[src/sv/hdn_pkg.sv]
// Shared types and codes for the handshake diffusion node.
package hdn_pkg;

	typedef enum logic [1:0] {
		ACT_RUN_START  = 2'd0,
		ACT_STEP_START = 2'd1,
		ACT_RX_MSG     = 2'd2,
		ACT_STEP_END   = 2'd3
	} act_t;

	typedef enum logic [1:0] {
		HS_HELLO = 2'd0,
		HS_ACK   = 2'd1,
		HS_OK    = 2'd2
	} hs_t;

	localparam logic [1:0] MSG_HELLO = 2'd0;
	localparam logic [1:0] MSG_ACK   = 2'd1;
	localparam logic [1:0] MSG_OK    = 2'd2;

	localparam logic KIND_TX     = 1'b0;
	localparam logic KIND_STATUS = 1'b1;

	localparam int CFG_IDX_W = 3;
	localparam logic [CFG_IDX_W-1:0] REG_NODE_ID   = 3'd0;
	localparam logic [CFG_IDX_W-1:0] REG_IS_SOURCE = 3'd1;
	localparam logic [CFG_IDX_W-1:0] REG_KAPPA     = 3'd2;
	localparam logic [CFG_IDX_W-1:0] REG_TIMEOUT   = 3'd3;
	localparam logic [CFG_IDX_W-1:0] REG_MAX_MSGS  = 3'd4;

	localparam logic [7:0] WAIT_MAX        = 8'hFF;
	localparam logic [7:0] TIMEOUT_RESET   = 8'd50;
	localparam logic [3:0] MAX_MSGS_RESET  = 4'd6;

	// handshake and per-step bookkeeping
	typedef struct packed {
		hs_t        hs;
		logic [7:0] wait_steps;
		logic [3:0] msgs_seen;
		logic       step_closed;
		logic       linked;
	} hdn_ctrl_t;

endpackage

[src/sv/handshake_diffusion_node_core.sv]
// Top level: input stage, node state, result register and configuration registers.
// A beat accepted into the input register is stepped and, if it makes a result, moves
// on to the result register that drives m_tvalid. Throughput: one beat per cycle while
// s_tready is high; node state is updated on the edge that moves the beat onwards.
// s_tready drops only while a result waits in the result register and another is due.
// arst_n clears node state, handshake pipeline and configuration to their defaults.
module handshake_diffusion_node_core #(
	parameter int ID_BITS   = 16,
	parameter int FRAC_BITS = 16
) (
	input  logic                     clk,
	input  logic                     arst_n,
	input  logic                     cfg_we,
	input  logic [hdn_pkg::CFG_IDX_W-1:0] cfg_addr,
	input  logic [((ID_BITS > FRAC_BITS+1) ? ID_BITS : FRAC_BITS+1)-1:0] cfg_wdata,
	input  logic                     s_tvalid,
	output logic                     s_tready,
	// send_enable, rx_type, rx_sender, rx_recipient, rx_hello_id, rx_partner_msg,
	// rx_concentration
	input  logic [((4*ID_BITS+FRAC_BITS+6+7)/8)*8-1:0] s_tdata,
	// action
	input  logic [1:0]               s_tuser,
	output logic                     m_tvalid,
	input  logic                     m_tready,
	// tx_type, tx_hello_id, tx_recipient, tx_partner_msg, level, mode_now, exchange_done
	output logic [((3*ID_BITS+FRAC_BITS+8+7)/8)*8-1:0] m_tdata,
	// result_kind
	output logic                     m_tuser
);
	import hdn_pkg::*;

	localparam int I_SEND = 0;
	localparam int I_RXT  = 1;
	localparam int I_SND  = 3;
	localparam int I_RCP  = 3 + ID_BITS;
	localparam int I_HID  = 4 + 2*ID_BITS;
	localparam int I_PM   = 4 + 3*ID_BITS;
	localparam int I_LVL  = 5 + 4*ID_BITS;

	localparam int O_TT   = 0;
	localparam int O_THID = 2;
	localparam int O_TRCP = 2 + ID_BITS;
	localparam int O_TPM  = 3 + 2*ID_BITS;
	localparam int O_LV   = 4 + 3*ID_BITS;
	localparam int O_MD   = 5 + 3*ID_BITS + FRAC_BITS;
	localparam int O_DN   = 7 + 3*ID_BITS + FRAC_BITS;

	localparam logic [ID_BITS:0]   NO_ADDR     = '1;
	localparam logic [FRAC_BITS:0] KAPPA_RESET = (FRAC_BITS+1)'((9 * (2**FRAC_BITS)) / 10);

	// configuration
	logic [ID_BITS-1:0] node_id_q;
	logic               is_source_q;
	logic [FRAC_BITS:0] kappa_q;
	logic [7:0]         timeout_q;
	logic [3:0]         max_msgs_q;

	// input stage
	logic               valid_s1;
	act_t               action_s1;
	logic               send_s1;
	logic [1:0]         rx_type_s1;
	logic [ID_BITS-1:0] rx_sender_s1;
	logic [ID_BITS:0]   rx_recipient_s1;
	logic [ID_BITS-1:0] rx_hello_id_s1;
	logic [ID_BITS:0]   rx_partner_msg_s1;
	logic [FRAC_BITS:0] rx_conc_s1;

	// node state
	hdn_ctrl_t          ctrl_q;
	logic [FRAC_BITS:0] conc_q;
	logic [ID_BITS:0]   partner_node_q;
	logic [ID_BITS-1:0] partner_seq_q;
	logic [FRAC_BITS:0] partner_level_q;
	logic [ID_BITS-1:0] own_seq_q;

	hdn_ctrl_t          ctrl_nx;
	logic [FRAC_BITS:0] conc_nx;
	logic [ID_BITS:0]   partner_node_nx;
	logic [ID_BITS-1:0] partner_seq_nx;
	logic [FRAC_BITS:0] partner_level_nx;
	logic [ID_BITS-1:0] own_seq_nx;

	logic               res_valid;
	logic               res_kind;
	logic [1:0]         res_tx_type;
	logic [ID_BITS-1:0] res_hello_id;
	logic [ID_BITS:0]   res_recipient;
	logic [ID_BITS:0]   res_partner_msg;
	logic [FRAC_BITS:0] res_level;
	logic [1:0]         res_mode;
	logic               res_done;

	// result register
	logic               out_valid_q;
	logic               out_kind_q;
	logic [1:0]         out_tx_type_q;
	logic [ID_BITS-1:0] out_hello_id_q;
	logic [ID_BITS:0]   out_recipient_q;
	logic [ID_BITS:0]   out_partner_msg_q;
	logic [FRAC_BITS:0] out_level_q;
	logic [1:0]         out_mode_q;
	logic               out_done_q;

	logic stall;
	logic commit;
	logic load_out;

	hdn_step #(.ID_BITS(ID_BITS), .FRAC_BITS(FRAC_BITS)) u_step (
		.action            (action_s1),
		.send_enable       (send_s1),
		.rx_type           (rx_type_s1),
		.rx_sender         (rx_sender_s1),
		.rx_recipient      (rx_recipient_s1),
		.rx_hello_id       (rx_hello_id_s1),
		.rx_partner_msg    (rx_partner_msg_s1),
		.rx_concentration  (rx_conc_s1),
		.node_id           (node_id_q),
		.is_source         (is_source_q),
		.kappa             (kappa_q),
		.handshake_timeout (timeout_q),
		.max_msgs_per_step (max_msgs_q),
		.ctrl              (ctrl_q),
		.conc              (conc_q),
		.partner_node      (partner_node_q),
		.partner_seq       (partner_seq_q),
		.partner_level     (partner_level_q),
		.own_seq           (own_seq_q),
		.ctrl_nx           (ctrl_nx),
		.conc_nx           (conc_nx),
		.partner_node_nx   (partner_node_nx),
		.partner_seq_nx    (partner_seq_nx),
		.partner_level_nx  (partner_level_nx),
		.own_seq_nx        (own_seq_nx),
		.res_valid         (res_valid),
		.res_kind          (res_kind),
		.tx_type           (res_tx_type),
		.tx_hello_id       (res_hello_id),
		.tx_recipient      (res_recipient),
		.tx_partner_msg    (res_partner_msg),
		.level             (res_level),
		.mode_now          (res_mode),
		.exchange_done     (res_done)
	);

	// hold the stage only when its result has nowhere to go
	assign stall    = valid_s1 && res_valid && out_valid_q && !m_tready;
	assign commit   = valid_s1 && !stall;
	assign load_out = commit && res_valid;
	assign s_tready = !stall;

	always_ff @(posedge clk or negedge arst_n) begin
		if (!arst_n) begin
			node_id_q   <= '0;
			is_source_q <= 1'b0;
			kappa_q     <= KAPPA_RESET;
			timeout_q   <= TIMEOUT_RESET;
			max_msgs_q  <= MAX_MSGS_RESET;
		end else if (cfg_we) begin
			unique case (cfg_addr)
				REG_NODE_ID:   node_id_q   <= cfg_wdata[ID_BITS-1:0];
				REG_IS_SOURCE: is_source_q <= cfg_wdata[0];
				REG_KAPPA:     kappa_q     <= cfg_wdata[FRAC_BITS:0];
				REG_TIMEOUT:   timeout_q   <= cfg_wdata[7:0];
				REG_MAX_MSGS:  max_msgs_q  <= cfg_wdata[3:0];
				default: ;
			endcase
		end
	end

	always_ff @(posedge clk or negedge arst_n) begin
		if (!arst_n) begin
			valid_s1 <= 1'b0;
		end else if (s_tready) begin
			valid_s1 <= s_tvalid;
		end
	end

	always_ff @(posedge clk) begin
		if (s_tvalid && s_tready) begin
			action_s1         <= act_t'(s_tuser);
			send_s1           <= s_tdata[I_SEND];
			rx_type_s1        <= s_tdata[I_RXT +: 2];
			rx_sender_s1      <= s_tdata[I_SND +: ID_BITS];
			rx_recipient_s1   <= s_tdata[I_RCP +: ID_BITS+1];
			rx_hello_id_s1    <= s_tdata[I_HID +: ID_BITS];
			rx_partner_msg_s1 <= s_tdata[I_PM +: ID_BITS+1];
			rx_conc_s1        <= s_tdata[I_LVL +: FRAC_BITS+1];
		end
	end

	always_ff @(posedge clk or negedge arst_n) begin
		if (!arst_n) begin
			ctrl_q          <= '{hs: HS_HELLO, wait_steps: '0, msgs_seen: '0,
				step_closed: 1'b0, linked: 1'b0};
			conc_q          <= '0;
			partner_node_q  <= NO_ADDR;
			partner_seq_q   <= '0;
			partner_level_q <= '0;
			own_seq_q       <= '0;
		end else if (commit) begin
			ctrl_q          <= ctrl_nx;
			conc_q          <= conc_nx;
			partner_node_q  <= partner_node_nx;
			partner_seq_q   <= partner_seq_nx;
			partner_level_q <= partner_level_nx;
			own_seq_q       <= own_seq_nx;
		end
	end

	always_ff @(posedge clk or negedge arst_n) begin
		if (!arst_n) begin
			out_valid_q <= 1'b0;
		end else if (load_out) begin
			out_valid_q <= 1'b1;
		end else if (m_tready) begin
			out_valid_q <= 1'b0;
		end
	end

	always_ff @(posedge clk) begin
		if (load_out) begin
			out_kind_q        <= res_kind;
			out_tx_type_q     <= res_tx_type;
			out_hello_id_q    <= res_hello_id;
			out_recipient_q   <= res_recipient;
			out_partner_msg_q <= res_partner_msg;
			out_level_q       <= res_level;
			out_mode_q        <= res_mode;
			out_done_q        <= res_done;
		end
	end

	always_comb begin
		m_tdata                        = '0;
		m_tdata[O_TT +: 2]             = out_tx_type_q;
		m_tdata[O_THID +: ID_BITS]     = out_hello_id_q;
		m_tdata[O_TRCP +: ID_BITS+1]   = out_recipient_q;
		m_tdata[O_TPM +: ID_BITS+1]    = out_partner_msg_q;
		m_tdata[O_LV +: FRAC_BITS+1]   = out_level_q;
		m_tdata[O_MD +: 2]             = out_mode_q;
		m_tdata[O_DN]                  = out_done_q;
	end

	assign m_tvalid = out_valid_q;
	assign m_tuser  = out_kind_q;
endmodule

[src/sv/hdn_diffuse.sv]
// Diffusion update: level + floor(kappa * (partner - level)), clamped to 0..1.0.
module hdn_diffuse #(
	parameter int FRAC_BITS = 16
) (
	input  logic [FRAC_BITS:0] kappa,
	input  logic [FRAC_BITS:0] level,
	input  logic [FRAC_BITS:0] partner_level,
	output logic [FRAC_BITS:0] new_level
);
	localparam logic [FRAC_BITS:0] LVL_ONE = {1'b1, {FRAC_BITS{1'b0}}};

	logic signed [FRAC_BITS+1:0]   diff;
	logic signed [2*FRAC_BITS+3:0] prod;
	logic signed [2*FRAC_BITS+3:0] prod_sh;
	logic signed [FRAC_BITS+3:0]   sum;

	assign diff    = $signed({1'b0, partner_level}) - $signed({1'b0, level});
	assign prod    = (2*FRAC_BITS+4)'($signed({1'b0, kappa})) * (2*FRAC_BITS+4)'(diff);
	// arithmetic shift floors toward minus infinity
	assign prod_sh = prod >>> FRAC_BITS;
	assign sum     = $signed({3'b000, level}) + prod_sh[FRAC_BITS+3:0];

	always_comb begin
		if (sum < 0) begin
			new_level = '0;
		end else if (sum > $signed({3'b000, LVL_ONE})) begin
			new_level = LVL_ONE;
		end else begin
			new_level = sum[FRAC_BITS:0];
		end
	end
endmodule

[src/sv/hdn_step.sv]
// Per-item next-state and result logic of the node.
module hdn_step #(
	parameter int ID_BITS   = 16,
	parameter int FRAC_BITS = 16
) (
	input  hdn_pkg::act_t       action,
	input  logic                send_enable,
	input  logic [1:0]          rx_type,
	input  logic [ID_BITS-1:0]  rx_sender,
	input  logic [ID_BITS:0]    rx_recipient,
	input  logic [ID_BITS-1:0]  rx_hello_id,
	input  logic [ID_BITS:0]    rx_partner_msg,
	input  logic [FRAC_BITS:0]  rx_concentration,
	input  logic [ID_BITS-1:0]  node_id,
	input  logic                is_source,
	input  logic [FRAC_BITS:0]  kappa,
	input  logic [7:0]          handshake_timeout,
	input  logic [3:0]          max_msgs_per_step,
	input  hdn_pkg::hdn_ctrl_t  ctrl,
	input  logic [FRAC_BITS:0]  conc,
	input  logic [ID_BITS:0]    partner_node,
	input  logic [ID_BITS-1:0]  partner_seq,
	input  logic [FRAC_BITS:0]  partner_level,
	input  logic [ID_BITS-1:0]  own_seq,
	output hdn_pkg::hdn_ctrl_t  ctrl_nx,
	output logic [FRAC_BITS:0]  conc_nx,
	output logic [ID_BITS:0]    partner_node_nx,
	output logic [ID_BITS-1:0]  partner_seq_nx,
	output logic [FRAC_BITS:0]  partner_level_nx,
	output logic [ID_BITS-1:0]  own_seq_nx,
	output logic                res_valid,
	output logic                res_kind,
	output logic [1:0]          tx_type,
	output logic [ID_BITS-1:0]  tx_hello_id,
	output logic [ID_BITS:0]    tx_recipient,
	output logic [ID_BITS:0]    tx_partner_msg,
	output logic [FRAC_BITS:0]  level,
	output logic [1:0]          mode_now,
	output logic                exchange_done
);
	import hdn_pkg::*;

	localparam logic [ID_BITS:0]   NO_ADDR = '1;
	localparam logic [FRAC_BITS:0] LVL_ONE = {1'b1, {FRAC_BITS{1'b0}}};

	logic [FRAC_BITS:0] diffused;
	logic               to_me;
	logic               ack_match;
	logic               has_partner;
	logic               from_partner;
	logic [7:0]         wait_inc;
	logic               timed_out;
	logic               link;
	logic               finish;

	hdn_diffuse #(.FRAC_BITS(FRAC_BITS)) u_diffuse (
		.kappa         (kappa),
		.level         (conc),
		.partner_level (partner_level),
		.new_level     (diffused)
	);

	assign to_me        = (rx_recipient == {1'b0, node_id});
	assign ack_match    = (rx_partner_msg == {1'b0, own_seq});
	assign has_partner  = (partner_node != NO_ADDR);
	assign from_partner = (partner_node == {1'b0, rx_sender});
	assign wait_inc     = (ctrl.wait_steps == WAIT_MAX) ? WAIT_MAX : ctrl.wait_steps + 8'd1;
	assign timed_out    = (wait_inc >= handshake_timeout);
	assign link         = ctrl.linked || (ctrl.hs == HS_OK && timed_out);
	assign finish       = link || (ctrl.hs == HS_ACK && timed_out);

	always_comb begin
		ctrl_nx          = ctrl;
		conc_nx          = conc;
		partner_node_nx  = partner_node;
		partner_seq_nx   = partner_seq;
		partner_level_nx = partner_level;
		own_seq_nx       = own_seq;
		res_valid        = 1'b0;
		res_kind         = KIND_TX;
		tx_type          = MSG_HELLO;
		tx_hello_id      = '0;
		tx_recipient     = '0;
		tx_partner_msg   = '0;
		exchange_done    = 1'b0;

		unique case (action)
			ACT_RUN_START: begin
				ctrl_nx          = '{hs: HS_HELLO, wait_steps: '0, msgs_seen: '0,
					step_closed: 1'b0, linked: 1'b0};
				conc_nx          = is_source ? LVL_ONE : '0;
				partner_node_nx  = NO_ADDR;
				partner_seq_nx   = '0;
				partner_level_nx = '0;
				own_seq_nx       = '0;
			end
			ACT_STEP_START: begin
				res_valid   = send_enable;
				tx_hello_id = own_seq;
				unique case (ctrl.hs)
					HS_ACK: begin
						tx_type        = MSG_ACK;
						tx_recipient   = partner_node;
						tx_partner_msg = {1'b0, partner_seq};
					end
					HS_OK: begin
						tx_type        = MSG_OK;
						tx_recipient   = partner_node;
						tx_partner_msg = NO_ADDR;
					end
					default: begin
						tx_type        = MSG_HELLO;
						tx_recipient   = NO_ADDR;
						tx_partner_msg = NO_ADDR;
					end
				endcase
			end
			ACT_RX_MSG: begin
				if (!ctrl.step_closed && ctrl.msgs_seen < max_msgs_per_step) begin
					ctrl_nx.msgs_seen = ctrl.msgs_seen + 4'd1;
					if (!has_partner || from_partner) begin
						unique case (ctrl.hs)
							HS_HELLO: begin
								if (rx_type == MSG_HELLO) begin
									if (!has_partner)
										partner_node_nx = {1'b0, rx_sender};
									partner_seq_nx      = rx_hello_id;
									partner_level_nx    = rx_concentration;
									ctrl_nx.hs          = HS_ACK;
									ctrl_nx.wait_steps  = '0;
									ctrl_nx.step_closed = 1'b1;
								end else if (rx_type == MSG_ACK && to_me && ack_match) begin
									partner_node_nx     = {1'b0, rx_sender};
									partner_seq_nx      = rx_hello_id;
									partner_level_nx    = rx_concentration;
									ctrl_nx.hs          = HS_OK;
									ctrl_nx.wait_steps  = '0;
									ctrl_nx.step_closed = 1'b1;
								end
							end
							HS_ACK: begin
								if (rx_type == MSG_OK && to_me && rx_hello_id == partner_seq) begin
									ctrl_nx.linked      = 1'b1;
									ctrl_nx.step_closed = 1'b1;
								end else if (rx_type == MSG_ACK && from_partner && to_me
									&& ack_match) begin
									ctrl_nx.hs          = HS_OK;
									ctrl_nx.wait_steps  = '0;
									ctrl_nx.step_closed = 1'b1;
								end
							end
							HS_OK: begin
								if (rx_type == MSG_HELLO) begin
									ctrl_nx.linked      = 1'b1;
									ctrl_nx.step_closed = 1'b1;
								end
							end
							default: ;
						endcase
					end
				end
			end
			ACT_STEP_END: begin
				res_valid          = 1'b1;
				res_kind           = KIND_STATUS;
				exchange_done      = finish;
				ctrl_nx.wait_steps = wait_inc;
				if (link)
					conc_nx = diffused;
				if (finish) begin
					own_seq_nx         = own_seq + ID_BITS'(1);
					partner_node_nx    = NO_ADDR;
					partner_seq_nx     = '0;
					partner_level_nx   = '0;
					ctrl_nx.hs         = HS_HELLO;
					ctrl_nx.wait_steps = '0;
				end
				ctrl_nx.msgs_seen   = '0;
				ctrl_nx.step_closed = 1'b0;
				ctrl_nx.linked      = 1'b0;
			end
			default: ;
		endcase
	end

	assign level    = conc_nx;
	assign mode_now = ctrl_nx.hs;
endmodule

[config.mk]
export PLATFORM = sky130hd
export DESIGN_NAME = handshake_diffusion_node_core
export DESIGN_NICKNAME = d
export VERILOG_FILES = /design/src/sv/hdn_pkg.sv /design/src/sv/handshake_diffusion_node_core.sv /design/src/sv/hdn_diffuse.sv /design/src/sv/hdn_step.sv
export SDC_FILE = /design/constraint.sdc
export NUM_CORES = 1
export LEC_CHECK = 0
export BUFFER_PORTS_ARGS = -buffer_cell sky130_fd_sc_hd__buf_2
export CAP_MARGIN = 0
export CORE_MARGIN = 5
export CORE_UTILIZATION = 50
export CTS_CLUSTER_DIAMETER = 30
export DETAILED_ROUTE_END_ITERATION = 12
export PLACE_DENSITY = 0.72
export SYNTH_ARGS = -nofsm -noshare
export SYNTH_HDL_FRONTEND = slang
export SYNTH_SLANG_ARGS = --single-unit
[constraint.sdc]
create_clock -name clk -period 15.05 [get_ports clk]
set_input_delay 3.7625 -clock clk [delete_from_list [all_inputs] [get_ports clk]]
set_output_delay 3.7625 -clock clk [all_outputs]
set_load 0.005 [all_outputs]
Yosys cells after proc, flatten, opt, wreduce, memory -nomap -nowiden

Index checks and enable logic that the tools add are counted.

Flip-flop bits (word level): 308
Bits in latches: 0
Bits in writable memories: 0
Bits in read-only memories: 0
Input bits: 115
Output and inout bits: 75
Word-level logic and storage cells: 173
Memories kept: 0

Add/subtract/negate cells: 5
Multipliers: 1
Divide/modulo/power cells: 0
$lt $le $gt $ge: 4
Equality and inequality tests: 32
Shift-type cells: 0
Muxes and demuxes: 55
Bitwise gates (word level): 0
Reduce and logical (&&, ||, !) cells: 43

Operators with widths:

| operator                | count |
|---|---|
| $mux W17                | 19 |
| $mux W16                | 8 |
| $pmux W17 S3            | 2 |
| $pmux W16 S3            | 2 |
| $mux W10                | 6 |
| $eq A17 B16 Y1          | 3 |
| $mul A18 B18 Y36        | 1 |
| $pmux W17 S2            | 1 |
| $pmux W16 S2            | 1 |
| $reduce_and A8 Y1       | 3 |
| $add A17 B20 Y20        | 1 |
| $gt A20 B18 Y1 const B  | 1 |
| $lt A20 B1 Y1 const B   | 1 |
| $pmux W10 S2            | 1 |
| $sub A17 B17 Y18        | 1 |
| $ne A17 B17 Y1 const B  | 1 |
| $add A16 B1 Y16 const B | 1 |
| $eq A16 B16 Y1          | 1 |
| $logic_and A1 B1 Y1     | 16 |
| $ne A3 B3 Y1 const B    | 5 |
| $reduce_and A7 Y1       | 2 |
| $reduce_and A2 Y1       | 5 |
| $ne A3 B1 Y1 const B    | 3 |
| $add A8 B1 Y8 const B   | 1 |
| other kinds (27)        | 54 |

Logic depth before layout (Yosys ltp)

Depth after elaboration: 10
Mapped depth: 45
Depth with buffers taken out: 43

Cells and area by module

Synthesis repeated with hierarchy kept, for this count alone.

Cell total of the unflattened synthesis: 2874
Area, all modules: 28045.6 um2

Modules (own cells, without submodules):

| module                        | instances | cells each | area each (um2) | sequential area each (um2) |
|---|---|---|---|---|
| handshake_diffusion_node_core | 1         | 834        | 12080.3         | 8552.0 |
| hdn_diffuse                   | 1         | 1425       | 11956.5         | 0.0 |
| hdn_step                      | 1         | 615        | 4008.8          | 0.0 |

Worst setup path after synthesis

No wires, ideal clock.

Path type: register -> register
Start point: register conc_q[0]
End point: register out_level_q[0] (data pin)
Setup time: 169 ps
Arrival: 10308 ps
Required time: 14881 ps
Setup slack: 4572 ps
Cell stages (with the launch flop): 41
Buffers on the path: 2
Period minus slack after synthesis: 10478 ps
Path through: dfrtp_1 -> ha_1 -> fa_1 -> nor2b_1 -> o21ai_0 -> a21boi_0 -> o21ai_0 -> a21oi_1 -> o2111ai_1 -> a31oi_1 -> clkbuf_1 -> nor4_1 -> a311oi_1 -> fa_1 -> fa_1 -> inv_1 -> fa_1 -> fa_1 -> [5 not listed] -> and2_1 -> a221o_1 -> a21o_1 -> a31o_2 -> a221o_1 -> a21oi_1 -> o21ai_0 -> xnor2_1 -> ha_1 -> o21ai_0 -> o21bai_1 -> o21a_1 -> o32a_1 -> or4_1 -> a21oi_1 -> a22oi_2 -> buf_6 -> o31ai_1

Word-level cells in the longest chain between the ends: 8
Elaborated cells between the ends (all ways): 9
Classes of those cells: 2 x add/sub; 1 x mul; 2 x order compare; 4 x mux

RTL lines:

| what                   | RTL line                             | source |
|---|---|---|
| from (decl)            | handshake_diffusion_node_core.sv:71  | `logic [FRAC_BITS:0] conc_q;` |
| from (signal assigned) | handshake_diffusion_node_core.sv:203 | `conc_q <= conc_nx;` |
| $sub A17 B17 Y18       | hdn_diffuse.sv:17                    | `assign diff = $signed({1'b0, partner_level}) - $signed({1'b0, level});` |
| $mul A18 B18 Y36       | hdn_diffuse.sv:18                    | `assign prod = (2*FRAC_BITS+4)'($signed({1'b0, kappa})) * (2*FRAC_BITS+4)'(diff);` |
| $add A17 B20 Y20       | hdn_diffuse.sv:21                    | `assign sum = $signed({3'b000, level}) + prod_sh[FRAC_BITS+3:0];` |
| $gt A20 B18 Y1         | hdn_diffuse.sv:26                    | `end else if (sum > $signed({3'b000, LVL_ONE})) begin` |
| $mux W17               | hdn_diffuse.sv:26                    |  |
| $mux W17               | hdn_diffuse.sv:24                    | `if (sum < 0) begin` |
| $mux W17               | hdn_step.sv:168                      | `if (link)` |
| $pmux W17 S2 *         | hdn_step.sv:87                       | `unique case (action)` |
| via conc_nx[0]         | handshake_diffusion_node_core.sv:78  | `logic [FRAC_BITS:0] conc_nx;` |
| to (signal assigned)   | handshake_diffusion_node_core.sv:228 | `out_level_q <= res_level;` |
| to (decl)              | handshake_diffusion_node_core.sv:101 | `logic [FRAC_BITS:0] out_level_q;` |

Mark *: on every way through the listed nets, which the timed path passes. The rest lies on a longest branch.
A chain may end at the register's enable or synchronous reset.

Worst setup path in the final report

Start point: register conc_q[0]
End point: register out_level_q[10] (data pin)

Word-level cells in the longest chain between the ends: 8
Elaborated cells between the ends (all ways): 9
Classes of those cells: 2 x add/sub; 1 x mul; 2 x order compare; 4 x mux

RTL lines:

| what               | RTL line |
|---|---|
| $sub A17 B17 Y18   | hdn_diffuse.sv:17 |
| $mul A18 B18 Y36   | hdn_diffuse.sv:18 |
| $add A17 B20 Y20 * | hdn_diffuse.sv:21 |
| $gt A20 B18 Y1     | hdn_diffuse.sv:26 |
| $mux W17           | hdn_diffuse.sv:26 |
| $mux W17 *         | hdn_diffuse.sv:24 |
| $mux W17 *         | hdn_step.sv:168 |
| $pmux W17 S2 *     | hdn_step.sv:87 |
| via conc_nx[10]    | handshake_diffusion_node_core.sv:78 |

Marked as above.

==> metrics.csv <==
stage,metric,value,unit
status,status,finished clean,
floorplanning,initial_core_util,50.2,%
global_routing,antenna_found_initial,11,
clock_tree,clockBufferDepth,3,
routing,ant_nets,0,
min_path,hold_path_depth,2,
sta,setup_viol,0,
setup_path,critical_path_class,reg -> reg,
clock_tree,cts_buffers,44,
setup_path,critPathSlowestCell,nand3_1,
clock_tree,post_cts_buffers,0,
sta,clock_skew,0.0251,ns
sta,tightest_slew,1.19,ns
flow_run,drv_cap,0,
placement,dp_hpwl,48.6,mm
sta,slew_viol_final,0,
floorplanning,num_io_pins,190,
synthesis,synth_most_common_cell,inv_1,
synthesis,synth-seq-cells,308,
global_routing,grt_pass1_vias,20100,
placement,io_buffers,187,
floorplanning,rows,83,
clock_tree,cts_resized,0,
synthesis,async_reset_ff_share,47.7,%
min_path,hold_class,reg -> reg,
sta,fmax,0.0822,GHz
clock_tree,postCtsHoldBufs,0,
sta,hold_viol,0,
synthesis,synth_edf_count,161,
routing,routed_wirelength,64.2,mm
setup_path,r2r_cells,40,
global_routing,grt_start_max_net_pins,85,
finish,area_growth,12.1,%
clock_tree,cts-root-buf,clkbuf_16,
routing,wire_per_inst,18.8,microns
synthesis,synth_top_area_cell,edfxtp_1,
clock_tree,numClockSinks,308,
setup_path,cp.required,15.35,ns
global_routing,grt_first_pass_wirelength,105,mm
sta,rsz0062_at_grt,no,
setup_path,end_kind,flop,
finish,drive_above_1_share,14.5,%
clock_tree,path_clk_slew,0.06,ns
synthesis,synth_top_flop_cell,edfxtp_1,
synthesis,syn_area_per_cell,10.1,sq um
synthesis,synth_cells,2552,
setup_path,cp_top_family,compound AO/OA/AOI/OAI gates,
setup_path,cp.arrival,12.47,ns
finish,layout.nets,3241,
synthesis,synth_mux_area_share,2.93,%
setup_path,crit_cells,40,
floorplanning,dieHeight,237,microns
sta,setup_tns,0,ns
routing,dr.pass1.iters,6,
setup_path,crit_buf_inv,5,
routing,post_drt_via_cell_ratio,5.58,
synthesis,synth_top_family_by_area,adder cells,
global_routing,grt_usage,23.0,%
synthesis,synthAdderAreaFrac,27.7,%
clock_tree,cts_tree,done,
routing,drc,0,
floorplanning,die_w,237,microns
synthesis,ys_warn_count,0,
setup_path,startpoint_type,flop,
clock_tree,htree_levels,2,
setup_path,cp_common_cell,fa_1,
routing,num_vias,19100,
synthesis,synthSimpleGateAreaFrac,15.3,%
synthesis,synthTopCellsByCount,"361 x inv_1, 338 x nand2_1, 241 x fa_1, 182 x ha_1, 161 x edfxtp_1",
setup_path,path_max_fanout,32,
sta,fin_crit,12.16,ns
placement,preCtsSetupSlack,3.08,ns
synthesis,netlist.area_leader.share,18.8,%
synthesis,netlist_area,0.0257,sq mm
clock_tree,clk_latency,0.55,ns
floorplanning,die_area,0.0559,sq mm
finish,final_core_util,56.3,%
synthesis,synth_xor_area_share,3.89,%
global_routing,grt.overflow.total,0,
placement,finalWeightedCongestion,0.899,
setup_path,cpPeakStageDelay,0.66,ns
synthesis,seq_area_frac_synth,33.3,%
synthesis,yosys-top-cells-area,"edfxtp_1 19%, fa_1 19%, dfrtp_1 11%",
routing,first_iter_violations,1479,
sta,fin_crit_sh,80.8,%
sta,hold-worst-slack,0.500,ns
synthesis,synthDistinctLibCells,79,
sta,maxSlewHeadroom,20.2,%
floorplanning,core,0.0511,sq mm
synthesis,synth_compound_gate_area_share,9.79,%
sta,fin_ws,2.89,ns
synthesis,synthesis.nets,3090,
## layout make-up
type                       instances  area (sq um)
fill                            4319         22300
timing repair buffer             217          1170
tap                              680           851
clock buffer                      53          1170
clock inverter                    29           295
antenna                            3          7.51
inverter                         365          1370
multi-input combinational       1767         15300
sequential                       308          8550
## final timing paths
kind                                    start               to  slack, ns
worst max register to register      conc_q[0]  out_level_q[10]       2.89
worst max-delay path                conc_q[0]  out_level_q[10]       2.89
min in group asynchronous              arst_n     own_seq_q[5]       3.25
max in group asynchronous              arst_n     node_id_q[4]      10.42
worst min register to register  max_msgs_q[1]    max_msgs_q[1]       0.50
worst min-delay path            max_msgs_q[1]    max_msgs_q[1]       0.50
## cell families (layout without fill, tap and decap cells)
| logic type | count (synthesis) | after routing |
|---|---|---|
| flip-flops | 308 | 308 |
| adder cells (fa/ha/maj) | 423 | 423 |
| buffers and inverters | 477 | 664 |
| AO/OA/AOI/OAI | 361 | 361 |
| other | 0 | 3 |
| multiplexers | 69 | 69 |
| AND/OR/NAND/NOR | 800 | 800 |
| XOR/XNOR | 114 | 114 |
## metal layers
| layer | share of wire (%) | routed length (microns) | global-route usage, % |
|---|---|---|---|
| met3 | 5.8 | 3700 | 3.94 |
| met5 | 0.16 | 102 | 0 |
| met1 | 41 | 26500 | 29.8 |
| met2 | 50 | 32000 | 39.8 |
| met4 | 2.9 | 1860 | 6.80 |
## through the flow
stage               cells  instance area [sq um]
floorplan            2552                  25700
global placement     3337                  27300
detailed placement   3337                  27300
CTS                  3419                  28700
global route         3421                  28800
finish               3422                  28800
## cell usage in the layout (no fill, tap or decap), types with 77 or more instances in the layout
master / n
and2_1: 101
buf_2: 186
dfrtp_1: 116
edfxtp_1: 161
fa_1: 241
ha_1: 182
inv_1: 361
nand2_1: 338
nor2_1: 93
o21ai_0: 77
xnor2_1: 79
## sequential cells by signal, indices dropped and copies added (netlist names), 17 cells and up
register,flops
rx_recipient_s1,17
rx_conc_s1,17
out_level_q,17
partner_level_q,17
out_partner_msg_q,17
kappa_q,17
rx_partner_msg_s1,17
out_recipient_q,17
conc_q,17
partner_node_q,17
## tightest hold or removal path, delay by kind of cell (launching register included)
kind / cells / cell delay [ns]
flip-flops: 1 / 0.36
buffers and inverters: 1 / 0.06
AO/OA/AOI/OAI: 1 / 0.08
Power is not shown: default switching activity piles up to over one toggle a cycle in this logic, so the estimate is an artifact.
